`src/sv/lgu_pkg.sv`:
```
// Shared types and constants for the loss gradient unit.
`default_nettype none
package lgu_pkg;

  localparam int unsigned MAX_LENGTH = 4096;

  localparam int unsigned EST_W      = 16;  // Q4.12 operands
  localparam int unsigned GRAD_W     = 24;  // Q12.12 result
  localparam int unsigned QUO_W      = 24;  // quotient bits built by the cell chain
  localparam int unsigned DMAG_W     = 16;  // |difference| width
  localparam int unsigned BCE_SHIFT  = 24;  // 2^24 scale of the BCE numerator
  localparam int unsigned MAG_W      = DMAG_W + BCE_SHIFT;
  localparam int unsigned Y_W        = 12;  // clamped BCE estimate
  localparam int unsigned PROD_W     = 23;  // y*(1-y), peak 2^22
  localparam int unsigned CFG_IDX_W  = 2;
  localparam int unsigned CFG_DATA_W = 13;

  // three front stages, the cell chain, the output register
  localparam int unsigned LATENCY    = 3 + QUO_W + 1;

  localparam logic [Y_W-1:0]    Y_MIN     = 12'd1;
  localparam logic [Y_W-1:0]    Y_MAX     = 12'd4095;
  localparam logic [Y_W:0]      ONE_Q12   = 13'd4096;
  localparam logic [GRAD_W-1:0] GRAD_POS  = 24'h7FFFFF;
  localparam logic [GRAD_W-1:0] GRAD_NEG  = 24'h800000;

  typedef enum logic [1:0] {
    MODE_MSE = 2'd0,
    MODE_BCE = 2'd1,
    MODE_CCE = 2'd2
  } loss_mode_e;

  typedef enum logic [CFG_IDX_W-1:0] {
    REG_LOSS_MODE     = 2'd0,
    REG_VECTOR_LENGTH = 2'd1
  } cfg_reg_e;

  // control that travels alongside each beat
  typedef struct packed {
    logic valid;
    logic neg;
    logic ovf;
  } lgu_ctl_t;

endpackage
`default_nettype wire

```
`src/sv/lgu_front.sv`:
```
// Front stages: clamp, difference, denominator products, divider setup.
`default_nettype none
module lgu_front import lgu_pkg::*; #(
  parameter int unsigned MaxLength = MAX_LENGTH,
  localparam int unsigned LenW = $clog2(MaxLength + 1),
  localparam int unsigned DenW = PROD_W + LenW,
  localparam int unsigned DivW = DenW + 1,
  localparam int unsigned NumW = ((MAG_W + 1 > DenW) ? MAG_W + 1 : DenW) + 1
) (
  input  wire logic                    clk_i,
  input  wire logic                    rst_ni,
  input  wire logic                    take_i,
  input  wire logic signed [EST_W-1:0] estimate_i,
  input  wire logic signed [EST_W-1:0] target_i,
  input  wire loss_mode_e              mode_i,
  input  wire logic [LenW-1:0]         len_i,
  output lgu_ctl_t                     ctl_o,
  output logic [DivW-1:0]              rem_o,
  output logic [DivW-1:0]              den_o,
  output logic [QUO_W-1:0]             low_o
);

  // stage 0
  logic [Y_W-1:0]           y;
  logic signed [EST_W:0]    opa;
  logic signed [EST_W:0]    diff;
  logic signed [EST_W:0]    diff_neg;
  logic [PROD_W+1:0]        prod_full;
  logic                     v0_q;
  logic                     neg0_q;
  logic [DMAG_W-1:0]        dmag0_q;
  loss_mode_e               mode0_q;
  logic [LenW-1:0]          len0_q;
  logic [PROD_W-1:0]        prod0_q;

  // stage 1
  logic [DenW-1:0]          mulp;
  logic [DenW-1:0]          den1_d;
  logic [MAG_W-1:0]         mag1_d;
  logic                     v1_q;
  logic                     neg1_q;
  logic [DenW-1:0]          den1_q;
  logic [MAG_W-1:0]         mag1_q;

  // stage 2
  logic [NumW-1:0]          np;
  logic [DivW-1:0]          dp;
  logic [DivW-1:0]          hi;
  lgu_ctl_t                 ctl_q;
  logic [DivW-1:0]          rem_q;
  logic [DivW-1:0]          den_q;
  logic [QUO_W-1:0]         low_q;

  always_comb begin
    if (estimate_i < $signed({{(EST_W-Y_W){1'b0}}, Y_MIN})) begin
      y = Y_MIN;
    end else if (estimate_i > $signed({{(EST_W-Y_W){1'b0}}, Y_MAX})) begin
      y = Y_MAX;
    end else begin
      y = estimate_i[Y_W-1:0];
    end
    if (mode_i == MODE_BCE) begin
      opa = $signed({{(EST_W+1-Y_W){1'b0}}, y});
    end else begin
      opa = {estimate_i[EST_W-1], estimate_i};
    end
    diff      = opa - {target_i[EST_W-1], target_i};
    diff_neg  = -diff;
    prod_full = y * (ONE_Q12 - {1'b0, y});
  end

  always_ff @(posedge clk_i or negedge rst_ni) begin
    if (!rst_ni) begin
      v0_q <= 1'b0;
    end else begin
      v0_q <= take_i;
    end
  end

  always_ff @(posedge clk_i) begin
    neg0_q  <= diff[EST_W];
    dmag0_q <= diff[EST_W] ? diff_neg[DMAG_W-1:0] : diff[DMAG_W-1:0];
    mode0_q <= mode_i;
    len0_q  <= len_i;
    prod0_q <= prod_full[PROD_W-1:0];
  end

  assign mulp = prod0_q * len0_q;

  always_comb begin
    den1_d = (mode0_q == MODE_BCE) ? mulp : DenW'(len0_q);
    unique case (mode0_q)
      MODE_MSE: mag1_d = MAG_W'({dmag0_q, 1'b0});
      MODE_CCE: mag1_d = MAG_W'(dmag0_q);
      MODE_BCE: mag1_d = {dmag0_q, {BCE_SHIFT{1'b0}}};
      default:  mag1_d = '0;  // unused mode: zero numerator gives zero
    endcase
  end

  always_ff @(posedge clk_i or negedge rst_ni) begin
    if (!rst_ni) begin
      v1_q <= 1'b0;
    end else begin
      v1_q <= v0_q;
    end
  end

  always_ff @(posedge clk_i) begin
    neg1_q <= neg0_q;
    den1_q <= den1_d;
    mag1_q <= mag1_d;
  end

  // round half away: floor((2|num| + den) / (2 den))
  always_comb begin
    np = NumW'({mag1_q, 1'b0}) + NumW'(den1_q);
    dp = {den1_q, 1'b0};
    hi = DivW'(np >> QUO_W);
  end

  always_ff @(posedge clk_i or negedge rst_ni) begin
    if (!rst_ni) begin
      ctl_q <= '0;
    end else begin
      ctl_q.valid <= v1_q;
      ctl_q.neg   <= neg1_q;
      ctl_q.ovf   <= (hi >= dp);  // quotient would need more than QUO_W bits
    end
  end

  always_ff @(posedge clk_i) begin
    rem_q <= hi;
    den_q <= dp;
    low_q <= np[QUO_W-1:0];
  end

  assign ctl_o = ctl_q;
  assign rem_o = rem_q;
  assign den_o = den_q;
  assign low_o = low_q;

endmodule
`default_nettype wire

```
`config.mk`:
```
export PLATFORM = sky130hd
export DESIGN_NAME = lgu_front
export DESIGN_NICKNAME = d
export VERILOG_FILES = /design/src/sv/lgu_pkg.sv /design/src/sv/lgu_front.sv
export SDC_FILE = /design/constraint.sdc
export NUM_CORES = 1
export LEC_CHECK = 0
export ABC_CLOCK_PERIOD_IN_PS = 5550
export BUFFER_PORTS_ARGS = -buffer_cell sky130_fd_sc_hd__buf_4
export CORE_ASPECT_RATIO = 0.75
export CORE_UTILIZATION = 58
export CTS_BUF_LIST = sky130_fd_sc_hd__clkbuf_8
export DETAILED_ROUTE_END_ITERATION = 10
export PLACE_DENSITY = 0.8
export SLEW_MARGIN = 25
export SYNTH_ARGS = -nofsm -noshare
export SYNTH_HDL_FRONTEND = slang
export SYNTH_SLANG_ARGS = --single-unit
```
`constraint.sdc`:
```
create_clock -name clk_i -period 5.55 [get_ports clk_i]
set_input_delay 0 -clock clk_i [delete_from_list [all_inputs] [get_ports clk_i]]
set_output_delay 0 -clock clk_i [all_outputs]
set_load 0.01 [all_outputs]
```
==> results.ini <==
[run_status]
outcome = complete, but fails checks
violations = negative setup slack

[logic_synthesis]
synthesis.area_sq_um = 22600
synth_edf_count = 0
synthDistinctLibCells = 71
synth_top_flop_cell = dfxtp_1
synth_area_per_cell_sq_um = 8.97
synthCells = 2516
ys_seq_area_share_pct = 18.4
ys_warn_count = 0
async_reset_ff_share_pct = 2.43
synth-seq-cells = 206

[clock_network]
clk-insertion-delay-late_ns = 0.58
htreeDepth = 2
clkSinkCount = 206
root_buffer = clkbuf_8
cts_inserted_buffers = 35
cts_tree = done
clockBufferDepth = 3
clkTransAtPathRegs_ns = 0.06

[timing]
period_minus_slack_ns = 6.08
skew_ns = 0.0405
setup_viol = 16
hold_violations = 0
final_max_slew_viol_count = 0
relSlewSlack_pct = 33.9
period_share_pct = 109
tightest_slew_ns = 0.976
whs_ns = 0.0581
grt_setup_unrepaired = true
layout_setup_ws_ns = -0.526
fin_tns_setup_ns = -3.76
max_freq_mhz = 165

[floorplan]
start_util_pct = 58.9
fp.dieH_microns = 173
core.rowCount = 62
die_x_microns = 230
ios = 151
core_region_area_sq_um = 38300
dieArea_sq_um = 39700

[min_path]
hold_start = len_i[8]
hold_path.class = input pin to register
hold_depth = 2

[routing]
routedWlPerCell_microns = 18.3
drt_iter0_drc = 1483
drc = 0
firstDrtPassIters = 5
ant_nets = 0
routed_wl_microns = 62800
via_per_inst = 5.45
num_vias = 18700

[global_routing]
grt-ovfl-total = 0
grt_start_max_net_pins = 41
grtUsageTotal_pct = 31.8
grt_pass1_vias = 19500
grt_pass1_wl_microns = 100000
antenna_found_initial = 1

[setup_path]
worst-setup-path-type = input pin to register
critical_path_arrival_ns = 6.57
crit_path_max_fanout = 15
cpPeakStageDelay_ns = 0.61
worstPathRequired_ns = 6.05
crit_start = estimate_i[14]
reg2reg_depth = 20
r2r_start = len0_q[3]
crit_top_cell = fa_1
endpoint_kind = register
slowest_stage = or4_4
critPathLaunchType = input pin

[layout]
fillerInstances = 2727
nNetsFinal = 3508
syn_to_final_growth_pct = 24.1
drive_gt1_share_pct = 22.0

[flow_run]
maxCapViolCount = 0

[placement]
pre_cts_ws_ns = -1.53
portBuffers = 130
gp_congestion = 0.923
dp_hpwl_microns = 50100

stage by stage:
| stage | utilization, % | std cells | area (sq um) |
|---|---|---|---|
| after floorplan | - | 2542 | 23000 |
| after global placement | 67.8 | 3308 | 26000 |
| after detailed placement | 67.8 | 3308 | 26000 |
| after CTS | 71.8 | 3414 | 27500 |
| after global routing | 73.1 | 3433 | 28000 |
| final | 73.1 | 3433 | 28000 |
worst paths after layout:
kind	endpoint	slack [ns]
max in group asynchronous	v1_q	4.97
setup / recovery	prod0_q[21]	-0.53
setup reg to reg	den1_q[35]	-0.06
hold / removal	len0_q[8]	0.06
min in group asynchronous	ctl_o[0]	0.37
hold reg to reg	ctl_o[1]	0.32
worst max-delay path: cells and delay by family:
family / cells / cell delay (ns)
AO/OA/AOI/OAI: 4 / 0.69
XOR/XNOR: 1 / 0.18
adder cells (fa/ha/maj): 7 / 3.08
buffers and inverters: 9 / 0.88
AND/OR/NAND/NOR: 8 / 1.72
logic make-up (layout without fill, tap and decap cells):
| logic type | Yosys count | after routing | synth area share (%) |
|---|---|---|---|
| xor+xnor | 101 | 101 | 3.92 |
| fa+ha+maj | 563 | 563 | 42.6 |
| mux | 16 | 16 | 0.715 |
| buf+inv | 544 | 922 | 9.45 |
| simple gates | 771 | 771 | 16.1 |
| compound gates | 313 | 313 | 8.84 |
| other cells | 2 | 29 | 0.0333 |
| flops | 206 | 206 | 18.4 |
synthesized netlist by cell type (all sizes together) (7+ instances only):
| cell type | instances | share of area (%) |
|---|---|---|
| ha | 221 | 12 |
| o21bai | 7 | 0.23 |
| xor2 | 30 | 1.2 |
| nand2b | 36 | 1.0 |
| nor2b | 14 | 0.42 |
| buf | 31 | 0.91 |
| fa | 342 | 30 |
| dfxtp | 201 | 18 |
| mux2i | 15 | 0.67 |
| o31ai | 11 | 0.39 |
| nor3 | 28 | 0.64 |
| nand3 | 27 | 0.60 |
| inv | 426 | 7.1 |
| nor4 | 11 | 0.30 |
| or2 | 9 | 0.25 |
| clkbuf | 87 | 1.5 |
| o21a | 19 | 0.63 |
| a21o | 46 | 1.5 |
| o21ai | 73 | 1.6 |
| or3 | 25 | 0.69 |
| nand2 | 291 | 4.8 |
| and2 | 117 | 3.2 |
| a211oi | 11 | 0.39 |
| a21oi | 87 | 1.9 |
| and3 | 11 | 0.30 |
| nor2 | 178 | 3.0 |
| xnor2 | 71 | 2.8 |
| nand4 | 11 | 0.30 |
| a31oi | 18 | 0.50 |
layer usage:
metal	routed length [microns]	global-route usage, %
met1	27400	45.0
met2	28700	50.7
met3	4930	4.98
met4	1830	9.52
met5	0	0
cell usage in the layout, fill, tap and decap left out, types with 18 or more instances in the layout:
cell,n
buf_4,383
inv_1,408
dfxtp_1,185
nand2_1,287
clkbuf_8,44
and2_1,117
fa_1,331
xnor2_1,69
a21o_1,46
inv_2,20
a21oi_1,73
dlygate4sd3_1,20
xor2_1,30
ha_4,18
nand2b_1,35
ha_1,200
nor3_1,22
o21a_1,18
conb_1,28
nand3_1,26
nor2_1,167
o21ai_0,56
registers in the layout, summed over array words and instances (netlist names):
| signal | cells |
|---|---|
| den1_q | 36 |
| den_o | 35 |
| mag1_q | 33 |
| low_o | 24 |
| prod0_q | 22 |
| rem_o | 18 |
| dmag0_q | 16 |
| len0_q | 13 |
| ctl_o | 3 |
| mode0_q | 2 |
| neg0_q | 1 |
| neg1_q | 1 |
| v0_q | 1 |
| v1_q | 1 |
final cells by class:
type / count / area, sq um / area share (%)
multi-input cells: 1792 / 17200 / 61.3
diodes: 1 / 2.50 / 0.00894
repair buffers: 434 / 3560 / 12.7
well taps: 512 / 641 / 2.29
inverters: 426 / 1600 / 5.73
clock buffers: 44 / 606 / 2.16
clock inverters: 18 / 230 / 0.822
flip-flops and latches: 206 / 4180 / 14.9
repair_timing:
action,4_1_cts,5_1_grt
setup endpoints to repair,26,27
buffers inserted,26,19
hold buffers,20,0
gates cloned,0,3
resized for setup,68,86
hold endpoints to repair,23,0
pin swaps,63,60
Power is not shown: default switching activity piles up to over one toggle a cycle in this logic, so the estimate is an artifact.
