[config.mk]
export PLATFORM = sky130hd
export DESIGN_NAME = lgu_div_cell
export DESIGN_NICKNAME = d
export VERILOG_FILES = /design/src/sv/lgu_pkg.sv /design/src/sv/lgu_div_cell.sv
export SDC_FILE = /design/constraint.sdc
export NUM_CORES = 1
export LEC_CHECK = 0
export BUFFER_PORTS_ARGS = -buffer_cell sky130_fd_sc_hd__buf_2
export CORE_MARGIN = 1.5
export CORE_UTILIZATION = 49
export DETAILED_ROUTE_END_ITERATION = 7
export GPL_TIMING_DRIVEN = 0
export MAX_ROUTING_LAYER = met4
export PLACE_DENSITY = 0.85
export SLEW_MARGIN = 30
export SYNTH_ARGS = -nofsm -noshare
export SYNTH_HDL_FRONTEND = slang
export SYNTH_SLANG_ARGS = --single-unit
[constraint.sdc]
create_clock -name clk_i -period 1.1 [get_ports clk_i]
set_input_delay 0.165 -clock clk_i [delete_from_list [all_inputs] [get_ports clk_i]]
set_output_delay 0.165 -clock clk_i [all_outputs]
set_load 0.02 [all_outputs]
[src/sv/lgu_pkg.sv]
// Shared types and constants for the loss gradient unit.
`default_nettype none
package lgu_pkg;

  localparam int unsigned MAX_LENGTH = 4096;

  localparam int unsigned EST_W      = 16;  // Q4.12 operands
  localparam int unsigned GRAD_W     = 24;  // Q12.12 result
  localparam int unsigned QUO_W      = 24;  // quotient bits built by the cell chain
  localparam int unsigned DMAG_W     = 16;  // |difference| width
  localparam int unsigned BCE_SHIFT  = 24;  // 2^24 scale of the BCE numerator
  localparam int unsigned MAG_W      = DMAG_W + BCE_SHIFT;
  localparam int unsigned Y_W        = 12;  // clamped BCE estimate
  localparam int unsigned PROD_W     = 23;  // y*(1-y), peak 2^22
  localparam int unsigned CFG_IDX_W  = 2;
  localparam int unsigned CFG_DATA_W = 13;

  // three front stages, the cell chain, the output register
  localparam int unsigned LATENCY    = 3 + QUO_W + 1;

  localparam logic [Y_W-1:0]    Y_MIN     = 12'd1;
  localparam logic [Y_W-1:0]    Y_MAX     = 12'd4095;
  localparam logic [Y_W:0]      ONE_Q12   = 13'd4096;
  localparam logic [GRAD_W-1:0] GRAD_POS  = 24'h7FFFFF;
  localparam logic [GRAD_W-1:0] GRAD_NEG  = 24'h800000;

  typedef enum logic [1:0] {
    MODE_MSE = 2'd0,
    MODE_BCE = 2'd1,
    MODE_CCE = 2'd2
  } loss_mode_e;

  typedef enum logic [CFG_IDX_W-1:0] {
    REG_LOSS_MODE     = 2'd0,
    REG_VECTOR_LENGTH = 2'd1
  } cfg_reg_e;

  // control that travels alongside each beat
  typedef struct packed {
    logic valid;
    logic neg;
    logic ovf;
  } lgu_ctl_t;

endpackage
`default_nettype wire

[src/sv/lgu_div_cell.sv]
// One restoring-division cell: brings in a numerator bit, yields a quotient bit.
`default_nettype none
module lgu_div_cell import lgu_pkg::*; #(
  parameter int unsigned DivW = 36
) (
  input  wire logic             clk_i,
  input  wire logic             rst_ni,
  input  wire lgu_ctl_t         ctl_i,
  input  wire logic [DivW-1:0]  rem_i,
  input  wire logic [DivW-1:0]  den_i,
  input  wire logic [QUO_W-1:0] low_i,
  input  wire logic [QUO_W-1:0] quo_i,
  output lgu_ctl_t              ctl_o,
  output logic [DivW-1:0]       rem_o,
  output logic [DivW-1:0]       den_o,
  output logic [QUO_W-1:0]      low_o,
  output logic [QUO_W-1:0]      quo_o
);

  logic [DivW:0]    trial;
  logic [DivW:0]    sub;
  logic             ge;
  lgu_ctl_t         ctl_q;
  logic [DivW-1:0]  rem_q;
  logic [DivW-1:0]  den_q;
  logic [QUO_W-1:0] low_q;
  logic [QUO_W-1:0] quo_q;

  always_comb begin
    trial = {rem_i, low_i[QUO_W-1]};
    sub   = trial - {1'b0, den_i};
    ge    = (trial >= {1'b0, den_i});
  end

  always_ff @(posedge clk_i or negedge rst_ni) begin
    if (!rst_ni) begin
      ctl_q <= '0;
    end else begin
      ctl_q <= ctl_i;
    end
  end

  always_ff @(posedge clk_i) begin
    rem_q <= ge ? sub[DivW-1:0] : trial[DivW-1:0];
    den_q <= den_i;
    low_q <= {low_i[QUO_W-2:0], 1'b0};
    quo_q <= {quo_i[QUO_W-2:0], ge};
  end

  assign ctl_o = ctl_q;
  assign rem_o = rem_q;
  assign den_o = den_q;
  assign low_o = low_q;
  assign quo_o = quo_q;

endmodule
`default_nettype wire

==> flow_summary.ini, run 1 <==
[synthesis]
yosysMostFrequentCell = dfxtp_1
synth.top_cells.by_area = dfxtp_1, ha_1, a21oi_1
synthFlopType = dfxtp_1
ys_ff_latch = 122
synthArstFlopShare_pct = 2.46
ys_types = 57
synth_edf_count = 0
syn_nets = 667
ys_seq_area_share_pct = 49.7
yosysTopAreaCell = dfxtp_1
synth_top_area_share_pct = 48.2
synth-warning-count = 0
syn_inst = 505
avgSynthCellArea_um2 = 9.79
synthTopCellsByCount = dfxtp_1, a21oi_1, inv_1
synthesis.area_um2 = 4940

[die]
die_w_um = 103
num_io_pins = 248
start_util_pct = 50.6
rows = 36
die_h_um = 103

[placement]
dp_hpwl_um = 10900
gp_congestion = 0.975
portBuffers = 245

[cts]
cts_setup_buffers = 10
cts_made_buffers = 17
cts_hold_buf = 123
cts_buffer_depth = 2
root_buffer = clkbuf_8
h-tree-depth = 4
cts.sinks = 122
cts.repair.resized = 429

[outcome]
failing_step = clock tree synthesis (4_1_cts)
error = [ERROR DPL-0033] detailed placement checks failed during check placement.
status = aborted with a tool error
==> cells by family after synthesis <==
logic type	Yosys count	synth area share, %
and+or+nand+nor	119	11.3
adders and majority gates	37	9.52
buffers and inverters	57	5.54
AOI/OAI and AO/OA	141	18.9
muxes	1	0.202
DFF	122	49.7
other	1	0.0759
xor gates and xnor gates	27	4.78
==> stage by stage <==
step / cell area (um2) / std cells / worst slack [ns] / hold WS, ns / utilization [%]
3_3_place_gp: 6560 / 883 / -1.69 / -0.0406 / 67.2
2_1_floorplan: 5170 / 505 / -1.15 / -0.131 / -
3_5_place_dp: 6560 / 883 / -1.72 / -0.0367 / 67.2
==> run 2: changes to the inputs <==
Settings changed: CORE_UTILIZATION 49 to 40, MAX_ROUTING_LAYER met4 to not set, PLACE_DENSITY 0.85 to not set, PLACE_DENSITY_LB_ADDON set to 0.15.
==> run 2 against run 1 <==
- the flow now finishes, with violations (hold timing, setup timing)
- synthesized area stayed put
- synthesized cell count stayed put
==> flow_summary.ini, run 2 <==
[die]
fp.dieArea_um2 = 13000
rows = 40
num_io_pins = 248
core_um2 = 12000
die_h_um = 114
die_w_um = 114
start_util_pct = 41.2

[pwr]
p_comb_share_pct = 26.8
netSwitchingFraction_pct = 29.8
leakagePower_uw = 0.00433
peakVddDrop_mv = 0.871
power.internal_uw = 10600
clock_power_share_pct = 40.1
powerDensity_nw_per_um2 = 1650
power_switching_uw = 4490
seqPwrFrac_pct = 33.1

[worst_setup_path]
cp_data_required_time_ns = 1.41
path_class = in2reg
endpoint_kind = register
crit_path_max_fanout = 10
slowest_stage = ha_4
path_cells = buf_12 > inv_12 > ha_4 > a211oi_4 > o21bai_4 > nand3b_1 > a21bo_1 > a21bo_4 > a21oi_4 > o41a_1 > buf_6 > inv_8 > buf_12 > nor2_1 > a21oi_1
cp_slowest_stage_delay_ns = 0.25
cp-start-kind = primary input
crit_top_cell = buf_12
cp_data_arrival_time_ns = 2.52

[timing]
slew_viol_final = 0
timing.final.ws_setup_ns = -1.11
setup_tns_ns = -39.08
period_needed_ns = 2.21
fmax_mhz = 451
rsz0062_at_grt = yes
fin_crit_sh_pct = 201
hold_ws_ns = -0.00479
hold_violations = 1
setup-violations-final = 40

[synthesis]
syn_inst = 505
avgSynthCellArea_um2 = 9.79
synth-warning-count = 0
synth_edf_count = 0
synthFlopType = dfxtp_1
synthesis.area_um2 = 4940
ys_ff_latch = 122
ys_seq_area_share_pct = 49.7
yosysTopAreaCell = dfxtp_1
synth.top_cells.by_area = dfxtp_1, ha_1, a21oi_1
ys_types = 57
syn_nets = 667
synthArstFlopShare_pct = 2.46
synthTopCellsByCount = dfxtp_1, a21oi_1, inv_1
yosysMostFrequentCell = dfxtp_1
synth_top_area_share_pct = 48.2

[outcome]
status = finished, violations left
violations = hold timing, setup timing

[route]
route.detailed.drc = 0
drtPass1Iterations = 5
final_antenna_net_count = 0
post_drt_via_cell_ratio = 4.92
vias = 5201
post_drt_wl_per_cell_um = 16.7
wl_um = 17600
drtIter0Drc = 258

[cts]
cts.clk_slew.worst_paths_ns = 0.06
root_buffer = clkbuf_16
cts.sinks = 122
h-tree-depth = 4
cts_buffer_depth = 2
cts_made_buffers = 17
cts_tree = built

[placement]
gp_congestion = 0.851
dp_hpwl_um = 10900
place_inst = 897
portBuffers = 245

[finish]
nets = 1059
syn2layout_area_growth_pct = 84.6
fill_cells = 817
layout_common_cells = buf_2, dfxtp_1, dlygate4sd3_1
mostFrequentLayoutCell = buf_2
insertedDiodeCount = 0
drive_gt1_share_pct = 47.8
final_cells = 1057

[grt]
grt_max_degree = 17
antenna_found_initial = 0
grt_pass1_wl_um = 25800
grt_pass1_vias = 5238
overflow = 0
gr-usage-all-layers_pct = 25.8

[job]
cap_violations = 0

[hold_path]
min_path_type = in2reg
holdPathStages = 3
==> run 2: what timing repair did <==
item	in CTS	in global routing
endpoints found under the setup margin	39	45
gates cloned	2	1
hold buffers	97	0
setup buffers	21	15
resized for setup	93	64
hold endpoints to repair	99	0
pin swaps	31	34
==> run 2: metal layers <==
metal	wire length [um]	track usage, %	up-vias
li1	-	-	2536
met1	7090	28.3	2453
met2	9190	47.8	186
met3	1030	5.72	26
met4	329	10.8	0
met5	0	0	-
==> run 2: stage by stage <==
step | hold slack, ns | power [uW] | util [%] | area, um2 | setup slack, ns
after floorplan | -0.131 | 7020 | - | 5170 | -1.15
after global placement | -0.0394 | 8050 | 54.8 | 6580 | -1.79
after global routing | 0.0127 | 15600 | 76.0 | 9130 | -1.24
after CTS | 0.000933 | 14800 | 73.0 | 8770 | -1.06
after detailed placement | -0.0378 | 8090 | 54.8 | 6580 | -1.79
final | -0.00479 | 15100 | 76.0 | 9130 | -1.11
==> run 2: worst paths after layout <==
kind / start / endpoint
worst max-delay path: den_i[6] / rem_o[33]
worst min-delay path: rem_i[6] / rem_o[7]
max in group asynchronous: rst_ni / ctl_o[0]
min in group asynchronous: rst_ni / ctl_o[2]
==> run 2: critical path: cells and delay by family <==
kind,cells,cell delay (ns)
AO/OA/AOI/OAI,7,1.30
buffers and inverters,5,0.49
AND/OR/NAND/NOR,2,0.31
adder cells (fa/ha/maj),1,0.25
==> run 2: area by class of cell <==
cell class / instances / area [um2] / area share [%]
Clock buffer: 18 / 429 / 4.70
Clock inverter: 14 / 208 / 2.28
Inverter: 42 / 203 / 2.22
Tap cell: 147 / 184 / 2.02
Multi-Input combinational cell: 326 / 2900 / 31.8
Timing Repair Buffer: 380 / 2620 / 28.7
Buffer: 8 / 125 / 1.37
Sequential cell: 122 / 2460 / 26.9
==> run 2: power by group through the flow <==
stage               logic, uW  clock network [uW]  registers, uW
finish                   4050                6050           4990
global route             4320                6290           5020
CTS                      3690                6100           4980
detailed placement       3020                   0           5070
global placement         2990                   0           5060
floorplan                1360                   0           5660
==> run 2: logic make-up (layout without fill, tap and decap cells) <==
logic type | after synthesis | after routing | synth area share [%]
other cells | 1 | 1 | 0.0759
mux | 1 | 1 | 0.202
fa+ha+maj | 37 | 37 | 9.52
xor+xnor | 27 | 27 | 4.78
simple gates | 119 | 119 | 11.3
compound gates | 141 | 141 | 18.9
buf+inv | 57 | 462 | 5.54
flops | 122 | 122 | 49.7
(Power assumes the default switching activity.)
==> run 3: changes to the inputs <==
Settings changed: CTS_BUF_LIST set to sky130_fd_sc_hd__clkbuf_8, GPL_TIMING_DRIVEN 0 to not set.
==> run 3 against run 2 <==
- the run ends with setup timing left
- combinational power up 15%
- global-route usage up 1.0 points
- clock-buffer cell count unchanged
- via count up 8.2%
- sequential share of layout area down 1.8 points
- final area up 9.9%
- first-iteration DRC count down 12%
- final cell count up 9.2%
- maximum frequency up 6.1%
- highest routed layer unchanged
==> flow_summary.ini, run 3 (synthesis results as in run 2) <==
[outcome]
status = finished, violations left
violations = setup timing

[cts]
h-tree-depth = 4
root_buffer = clkbuf_8
cts.clk_slew.worst_paths_ns = 0.08
cts_buffer_depth = 2
cts.sinks = 122
cts_tree = built
cts_made_buffers = 17

[worst_setup_path]
crit_path_max_fanout = 3
path_class = in2reg
endpoint_kind = register
cp_data_arrival_time_ns = 2.43
cp_data_required_time_ns = 1.44
cp-start-kind = primary input
critical_path.startpoint = den_i[3]

[finish]
syn2layout_area_growth_pct = 103
design_area_um2 = 10000
multi_input_area_um2 = 2800
nets = 1155
fill_cells = 685
drive_gt1_share_pct = 55.7
layout_common_cells = buf_4, buf_2, dlygate4sd3_1
mostFrequentLayoutCell = buf_4
final_cells = 1154
seqCellArea_um2 = 2520

[job]
cap_violations = 0

[hold_path]
hold_end = rem_o[0]
min-delay-start = den_i[0]
holdPathStages = 3
min_path_type = in2reg

[timing]
fmax_mhz = 479
period_needed_ns = 2.09
hold_ws_ns = 0.0238
slew_viol_final = 0
timing.final.ws_setup_ns = -0.987
rsz0062_at_grt = yes
setup-violations-final = 40
fin_crit_sh_pct = 190
hold_violations = 0

[die]
rows = 40
die_w_um = 114
num_io_pins = 248
fp.dieArea_um2 = 13000
die_h_um = 114
start_util_pct = 41.2
core_um2 = 12000

[placement]
portBuffers = 245
placed_cell_area_um2 = 7420
place_inst = 1006
gp_congestion = 0.863
dp_hpwl_um = 11400

[route]
post_drt_via_cell_ratio = 4.88
vias = 5629
drtPass1Iterations = 5
final_antenna_net_count = 0
drtIter0Drc = 226
post_drt_wl_per_cell_um = 17.1
wl_um = 19700
route.detailed.drc = 0

[grt]
overflow = 0
grt_pass1_vias = 5756
grt_pass1_wl_um = 27100
gr-usage-all-layers_pct = 26.8
grt_max_degree = 26
antenna_found_initial = 1

[pwr]
peakVddDrop_mv = 0.830
p_comb_share_pct = 33.7
power_switching_uw = 4390
powerDensity_nw_per_um2 = 1380
seqPwrFrac_pct = 37.0
leakagePower_uw = 0.00477
power.internal_uw = 9410
clock_power_share_pct = 29.3
netSwitchingFraction_pct = 31.8
-- run 3: layer usage --
metal  GRT usage [%]  share of wire, %  vias to the layer above
li1                -                 -                     2715
met5               0                 0                        -
met4            12.3               2.7                        0
met3            7.41               5.3                       40
met2            48.6                54                      210
met1            29.0                38                     2664
-- run 3: metrics by stage --
step           worst slack, ns  power, uW  utilization, %  TNS [ns]
4_1_cts                 -0.933      13200            77.7    -31.73
2_1_floorplan            -1.15       7020               -    -41.55
3_3_place_gp             -1.48       8510            61.7    -50.12
6_report                -0.987      13800            83.5    -33.22
5_1_grt                  -1.09      14400            83.5    -36.06
3_5_place_dp             -1.49       8560            61.7    -51.63
-- run 3: worst max-delay path, cell delays in order --
cell	delay (ns)
buf_2	0.11
inv_1	0.09
ha_4	0.22
buf_4	0.14
o21a_1	0.16
o31a_1	0.13
o21a_1	0.20
o21a_1	0.21
o21ai_2	0.13
a21boi_1	0.10
o21a_1	0.19
or3_1	0.32
a31o_2	0.25
-- run 3: worst max-delay path by stage --
stage | slack [ns] | to
after floorplan | -1.15 | rem_o[35]
after global placement | -1.48 | rem_o[28]
after detailed placement | -1.49 | rem_o[35]
after CTS | -0.93 | rem_o[10]
after global routing | -1.09 | rem_o[10]
final | -0.99 | rem_o[10]
-- run 3: layout make-up --
type                    instances  share of cell area [%]
repair buffers                484                    39.2
multi-input cells             326                    27.9
flip-flops and latches        122                    25.2
clock buffers                  18                    2.47
inverters                      42                    1.95
well taps                     147                    1.83
clock inverters                14                    1.47
diodes                          1                  0.0250
-- run 3: timing repair --
item | 4_1_cts | 5_1_grt
hold endpoints to repair | 110 | 1
setup endpoints to repair | 98 | 131
hold buffers | 108 | 1
setup buffers | 4 | 1
resized for setup | 134 | 200
pin swaps | 14 | 20
cloned | 0 | 1
-- run 3: power by group through the flow --
| stage | logic (uW) | clock network, uW | registers (uW) |
|---|---|---|---|
| finish | 4650 | 4040 | 5100 |
| global route | 4950 | 4280 | 5130 |
| CTS | 4140 | 4050 | 5020 |
| detailed placement | 3490 | 0 | 5080 |
| global placement | 3440 | 0 | 5070 |
| floorplan | 1360 | 0 | 5660 |
